==> config.mk <==
export PLATFORM = sky130hd
export DESIGN_NAME = ppt_controller
export DESIGN_NICKNAME = d
export VERILOG_FILES = /design/src/rtl/ppt_pkg.sv /design/src/rtl/ppt_controller.sv
export SDC_FILE = /design/constraint.sdc
export NUM_CORES = 1
export LEC_CHECK = 0
export ABC_AREA = 1
export BUFFER_PORTS_ARGS = -buffer_cell sky130_fd_sc_hd__buf_2
export CORE_MARGIN = 2
export CORE_UTILIZATION = 42
export DETAILED_ROUTE_END_ITERATION = 16
export PLACE_DENSITY = 0.73
export SYNTH_ARGS = -nofsm -noshare
export SYNTH_HDL_FRONTEND = slang
export SYNTH_SLANG_ARGS = --single-unit
==> constraint.sdc <==
create_clock -name clock -period 1.35 [get_ports clock]
set_input_delay 0.27 -clock clock [delete_from_list [all_inputs] [get_ports clock]]
set_output_delay 0.27 -clock clock [all_outputs]
set_load 0.1 [all_outputs]
==> src/rtl/ppt_pkg.sv <==
// ----------------------------------------------------------------------------
// ppt_pkg
// Shared constants, command and status types for the polyline proximity test.
// ----------------------------------------------------------------------------
package ppt_pkg;

   localparam int COORD_BITS_DEFAULT = 24;
   localparam int THRESH_BITS        = 48;
   localparam logic [THRESH_BITS-1:0] THRESH_RESET = 48'd12800;
   localparam int DIGIT_BITS         = 16;

   // Product pairs of the small multiplier, in issue order.
   typedef enum logic [2:0] {
      PAIR_DX_SX,
      PAIR_DY_SY,
      PAIR_SX_SX,
      PAIR_SY_SY,
      PAIR_DX_SY,
      PAIR_DY_SX
   } ppt_pair_type;

   typedef struct packed {
      logic         load;
      logic         diff;
      logic         small_mul;
      ppt_pair_type mul_pair;
      logic         small_acc;
      ppt_pair_type acc_pair;
      logic         wide_load;
      logic         wide_rhs;
      logic         wide_step;
      logic         store_lhs;
      logic         decide;
      logic         commit;
      logic         emit;
   } ppt_cmd_type;

   typedef struct packed {
      logic chain_start;
      logic last;
      logic out_blocked;
   } ppt_status_type;

   // Digit steps of the wide multiplier for a given coordinate width.
   function automatic int ppt_wide_digits(input int coord_bits);
      int a_bits;
      int b_bits;
      a_bits = 2 * coord_bits + 1;
      b_bits = (a_bits > THRESH_BITS) ? a_bits : THRESH_BITS;
      return (b_bits + DIGIT_BITS - 1) / DIGIT_BITS;
   endfunction

endpackage

==> src/rtl/ppt_controller.sv <==
// ----------------------------------------------------------------------------
// ppt_controller
// Sequencer for one vertex: capture, differences, six small products, two
// digit-serial wide products, decision and commit; chain-start skips to commit.
// ----------------------------------------------------------------------------
module ppt_controller #(
   parameter int COORD_BITS = ppt_pkg::COORD_BITS_DEFAULT
) (
   input  logic                    clock,
   input  logic                    reset,
   input  logic                    req_valid,
   output logic                    req_stall,
   output ppt_pkg::ppt_cmd_type    cmd,
   input  ppt_pkg::ppt_status_type status
);
   import ppt_pkg::*;

   localparam int NDIG       = ppt_wide_digits(COORD_BITS);
   localparam int SMALL_LAST = 6;
   localparam int CNT_MAX    = (NDIG > SMALL_LAST) ? NDIG : SMALL_LAST;
   localparam int CNT_BITS   = $clog2(CNT_MAX + 1);

   typedef enum logic [2:0] {
      ST_IDLE,
      ST_DIFF,
      ST_SMALL,
      ST_WIDE_LHS,
      ST_WIDE_RHS,
      ST_DECIDE,
      ST_FINISH
   } state_type;

   state_type            state_ff, state_in;
   logic [CNT_BITS-1:0]  cnt_ff, cnt_in;
   logic [CNT_BITS-1:0]  acc_idx;

   assign acc_idx = cnt_ff - CNT_BITS'(1);

   always_ff @(posedge clock) begin
      if (reset) begin
         state_ff <= ST_IDLE;
         cnt_ff   <= '0;
      end else begin
         state_ff <= state_in;
         cnt_ff   <= cnt_in;
      end
   end

   always_comb begin
      cmd       = '0;
      state_in  = state_ff;
      cnt_in    = cnt_ff;
      req_stall = 1'b1;
      unique case (state_ff)
         ST_IDLE: begin
            req_stall = 1'b0;
            if (req_valid) begin
               cmd.load = 1'b1;
               state_in = ST_DIFF;
            end
         end
         ST_DIFF: begin
            cmd.diff = 1'b1;
            cnt_in   = '0;
            state_in = status.chain_start ? ST_FINISH : ST_SMALL;
         end
         ST_SMALL: begin
            // product of one pair is registered, the previous one accumulated
            if (cnt_ff < CNT_BITS'(SMALL_LAST)) begin
               cmd.small_mul = 1'b1;
               cmd.mul_pair  = ppt_pair_type'(cnt_ff[2:0]);
            end
            if (cnt_ff != '0) begin
               cmd.small_acc = 1'b1;
               cmd.acc_pair  = ppt_pair_type'(acc_idx[2:0]);
            end
            if (cnt_ff == CNT_BITS'(SMALL_LAST)) begin
               cnt_in   = '0;
               state_in = ST_WIDE_LHS;
            end else begin
               cnt_in = cnt_ff + CNT_BITS'(1);
            end
         end
         ST_WIDE_LHS: begin
            if (cnt_ff == '0) begin
               cmd.wide_load = 1'b1;
            end else begin
               cmd.wide_step = 1'b1;
            end
            if (cnt_ff == CNT_BITS'(NDIG)) begin
               cnt_in   = '0;
               state_in = ST_WIDE_RHS;
            end else begin
               cnt_in = cnt_ff + CNT_BITS'(1);
            end
         end
         ST_WIDE_RHS: begin
            cmd.wide_rhs = 1'b1;
            if (cnt_ff == '0) begin
               cmd.wide_load = 1'b1;
               cmd.store_lhs = 1'b1;
            end else begin
               cmd.wide_step = 1'b1;
            end
            if (cnt_ff == CNT_BITS'(NDIG)) begin
               cnt_in   = '0;
               state_in = ST_DECIDE;
            end else begin
               cnt_in = cnt_ff + CNT_BITS'(1);
            end
         end
         ST_DECIDE: begin
            cmd.decide = 1'b1;
            state_in   = ST_FINISH;
         end
         ST_FINISH: begin
            // a last vertex holds while the previous result is still waiting for transfer
            if (!(status.last && status.out_blocked)) begin
               cmd.commit = 1'b1;
               cmd.emit   = status.last;
               state_in   = ST_IDLE;
            end
         end
         default: begin
            state_in = ST_IDLE;
         end
      endcase
   end

endmodule

==> results of run 1 <==
-- per-stage QoR --
step	area (sq um)	hold slack (ns)	util, %	setup WS (ns)	TNS (ns)
2_1_floorplan	798	0.325	-	-0.739	-6.01
3_3_place_gp	1330	0.452	91.5	-0.0817	-0.233
3_5_place_dp	1330	0.457	91.5	-0.158	-0.952
-- cell usage after synthesis, drive strengths merged --
cell type   n
inv        19
o21ai       1
o21a        1
buf         2
dfxtp       6
a21oi       4
nand3       8
xnor2       1
nor2       25
nand2      26
ha          5
xor2        1
nor3        4
-- kinds of logic after synthesis --
group / share of synthesized area [%]
compound gates: 5.72
xor+xnor: 2.76
fa+ha+maj: 9.86
buf+inv: 13.8
flops: 18.9
simple gates: 48.9
==> impl_metrics.toml, run 1 <==
[status]
outcome = "stopped before the end"
failed_stage = "clock tree synthesis"
error = "[ERROR DPL-0038] Utilization greater than 100%, impossible to legalize"

[logic_synthesis]
yosysTopAreaCell = "dfxtp_1"
yosysTopAreaCellShare_pct = 18.9
ys_seq_area_share_pct = 18.9
synth-seq-cells = 6
synth_warnings = 0
ys_top_cells_by_area = "dfxtp_1, nand2_1, nor2_1, ha_1, inv_1"
synth.distinct_cells = 22
synth_cells = 103
syn_area_sq_um = 634
synth_area_per_cell_sq_um = 6.16
syn-num-nets = 114

[clock_network]
cts_resized = 37
root_buffer = "clkbuf_4"
cts.sinks = 6
numCtsBuffers = 3
cts_setup_buffers = 10
clockBufferDepth = 2
h-tree-depth = 1
holdBufCountCts = 0

[floorplanning]
die_w_um = 42.9
die_h_um = 42.9
placementRows = 14
io_pins = 24
start_util_pct = 43.6

[placed_design]
portBuffers = 23
place_inst = 159
place_congestion = 0.788
hpwl_mm = 1.83
==> inputs of run 2 (changes only) <==
Settings changed: CORE_AREA from default to 2 2 63 65, CORE_MARGIN 2 to default, CORE_UTILIZATION 42 to default, DIE_AREA from default to 0 0 65 67, PLACE_DENSITY 0.73 to default, PLACE_DENSITY_LB_ADDON from default to 0.15.
Clock period 1.35 ns to 1.8 ns, I/O delays scaled along.
==> run 2 against run 1 <==
Compared with the run above:
- the run now ends clean
- synthesized area stayed put
- synthesized cell count did not move
==> impl_metrics.toml, run 2 <==
[status]
outcome = "complete, no violations"

[logic_synthesis]
yosysMostFrequentCell = "nand2_1"
synth.distinct_cells = 22
syn-num-nets = 114
synth-seq-cells = 6
synth_cells = 103
async_flop_share_pct = 0
ys_seq_area_share_pct = 18.9
synth_edf_count = 0
yosysTopAreaCellShare_pct = 18.9
ys.flop_type = "dfxtp_1"
syn_area_sq_um = 634
synth_common_cells = "nand2_1, nor2_1, inv_1"
synth_warnings = 0
yosysTopAreaCell = "dfxtp_1"
synth_area_per_cell_sq_um = 6.16
ys_top_cells_by_area = "dfxtp_1, nand2_1, nor2_1, ha_1, inv_1"

[layout]
final_area_sq_um = 1350
diodes = 0
layout.cells.non_filler = 190
top_regs = "cnt_ff x3, state_ff x3"
final_core_util_pct = 37.5
fin_nets = 154
final_common_cell = "nand2_1"
drive_gt1_share_pct = 59.9
layout_common_cells = "nand2_1, buf_12, buf_4"
area_growth_pct = 113

[sta]
slew_violations = 0
relSlewSlack_pct = 80.4
min_period_ns = 1.73
period_share_pct = 95.9
fmaxAchievable_ghz = 0.579
finalSetupTns_ns = 0
hold_viol = 0
finalClockSkew_ns = 0.00492
setup_violations = 0
worst_slew_pin_slew_ns = 0.294

[setup_path]
critPathLaunchType = "register"
required_ns = 1.44
reg2reg_slack_ns = 0.41
crit_fanout = 5
cp_data_arrival_time_ns = 1.37
endpoint_kind = "output port"
criticalPathCategory = "reg2out"

[floorplanning]
io_pins = 24
placementRows = 22
core_area_sq_um = 3610
die_area_sq_um = 4360
die_w_um = 65
die_h_um = 67
start_util_pct = 17.6

[route]
routedWlPerCell_um = 9.10
vias = 734
wl_mm = 1.73
first_pass_iters = 4
drc_errors = 0
drt_iter0_drc = 17
ant_nets = 0
via_per_inst = 3.86

[flow_run]
cap_violations = 0

[clock_network]
numCtsBuffers = 3
root_buffer = "clkbuf_8"
clkTransAtPathRegs_ns = 0.04
clockBufferDepth = 2
worstSkewPairLatency_ns = 0.23
cts_tree = "built"
h-tree-depth = 1
cts.sinks = 6

[hold_path]
min_path_type = "in2reg"

[placed_design]
hpwl_mm = 1.37
place_inst = 174
portBuffers = 23
dpl_cell_area_sq_um = 1190
place_congestion = 0.752

[grt]
grt_max_degree = 9
grt_first_pass_wirelength_mm = 2.92
antenna_found_initial = 0
first_global_vias = 720
grt_use_total_pct = 8.84
grt_overflow_total = 0
[run 2: cell counts after synthesis]
Identical to the previous run, type by type.
[run 2: final cells by class]
class | instances | area, sq um
Multi-Input combinational cell | 76 | 537
Fill cell | 385 | 2250
Timing Repair Buffer | 37 | 490
Sequential cell | 6 | 131
Inverter | 19 | 87.6
Tap cell | 48 | 60.1
Clock buffer | 4 | 45.0
[run 2: stage by stage]
| step | setup WS (ns) | hold slack [ns] |
|---|---|---|
| final | 0.0732 | 0.312 |
| after CTS | 0.00838 | 0.313 |
| after global placement | 0.137 | 0.505 |
| after detailed placement | 0.108 | 0.504 |
| after global routing | -0.00857 | 0.324 |
| after floorplan | -0.444 | 0.415 |
[run 2: critical path: stages, from the launching register on]
cell,delay [ns]
dfxtp_2,0.37
nor2_4,0.13
nand2_2,0.09
nand2_4,0.09
clkinvlp_4,0.14
nor2_4,0.15
buf_12,0.18
[run 2: cells by family (layout without fill, tap and decap cells)]
| logic type | count (synthesis) | after routing | synth area share (%) |
|---|---|---|---|
| buf+inv | 21 | 60 | 13.8 |
| xor+xnor | 2 | 2 | 2.76 |
| compound gates | 6 | 6 | 5.72 |
| flops | 6 | 6 | 18.9 |
| fa+ha+maj | 5 | 5 | 9.86 |
| simple gates | 63 | 63 | 48.9 |
[run 2: worst paths after layout]
kind,cells after the start,to,from
hold / removal,2,cnt_ff[1],reset
hold reg to reg,2,cnt_ff[2],cnt_ff[2]
setup reg to reg,10,state_ff[2],cnt_ff[1]
setup / recovery,6,cmd[6],state_ff[1]
[run 2: layer usage]
layer  part of all wire (%)  vias to the layer above  GRT usage (%)
met3                    4.6                        5           1.69
met2                     48                       15           13.7
li1                       -                      390              -
met1                     44                      324           10.6
met5                      0                        -              0
met4                    3.1                        0           7.18
[run 2: timing repair]
item | 4_1_cts | 5_1_grt
pin swaps | 7 | 5
gates resized for setup | 6 | 5
hold buffers | 0 | 0
setup endpoints to repair | 6 | 5
buffers inserted | 6 | 6
Power of run 2 is not shown: default switching activity piles up to over one toggle a cycle in this logic, so the estimate is an artifact.
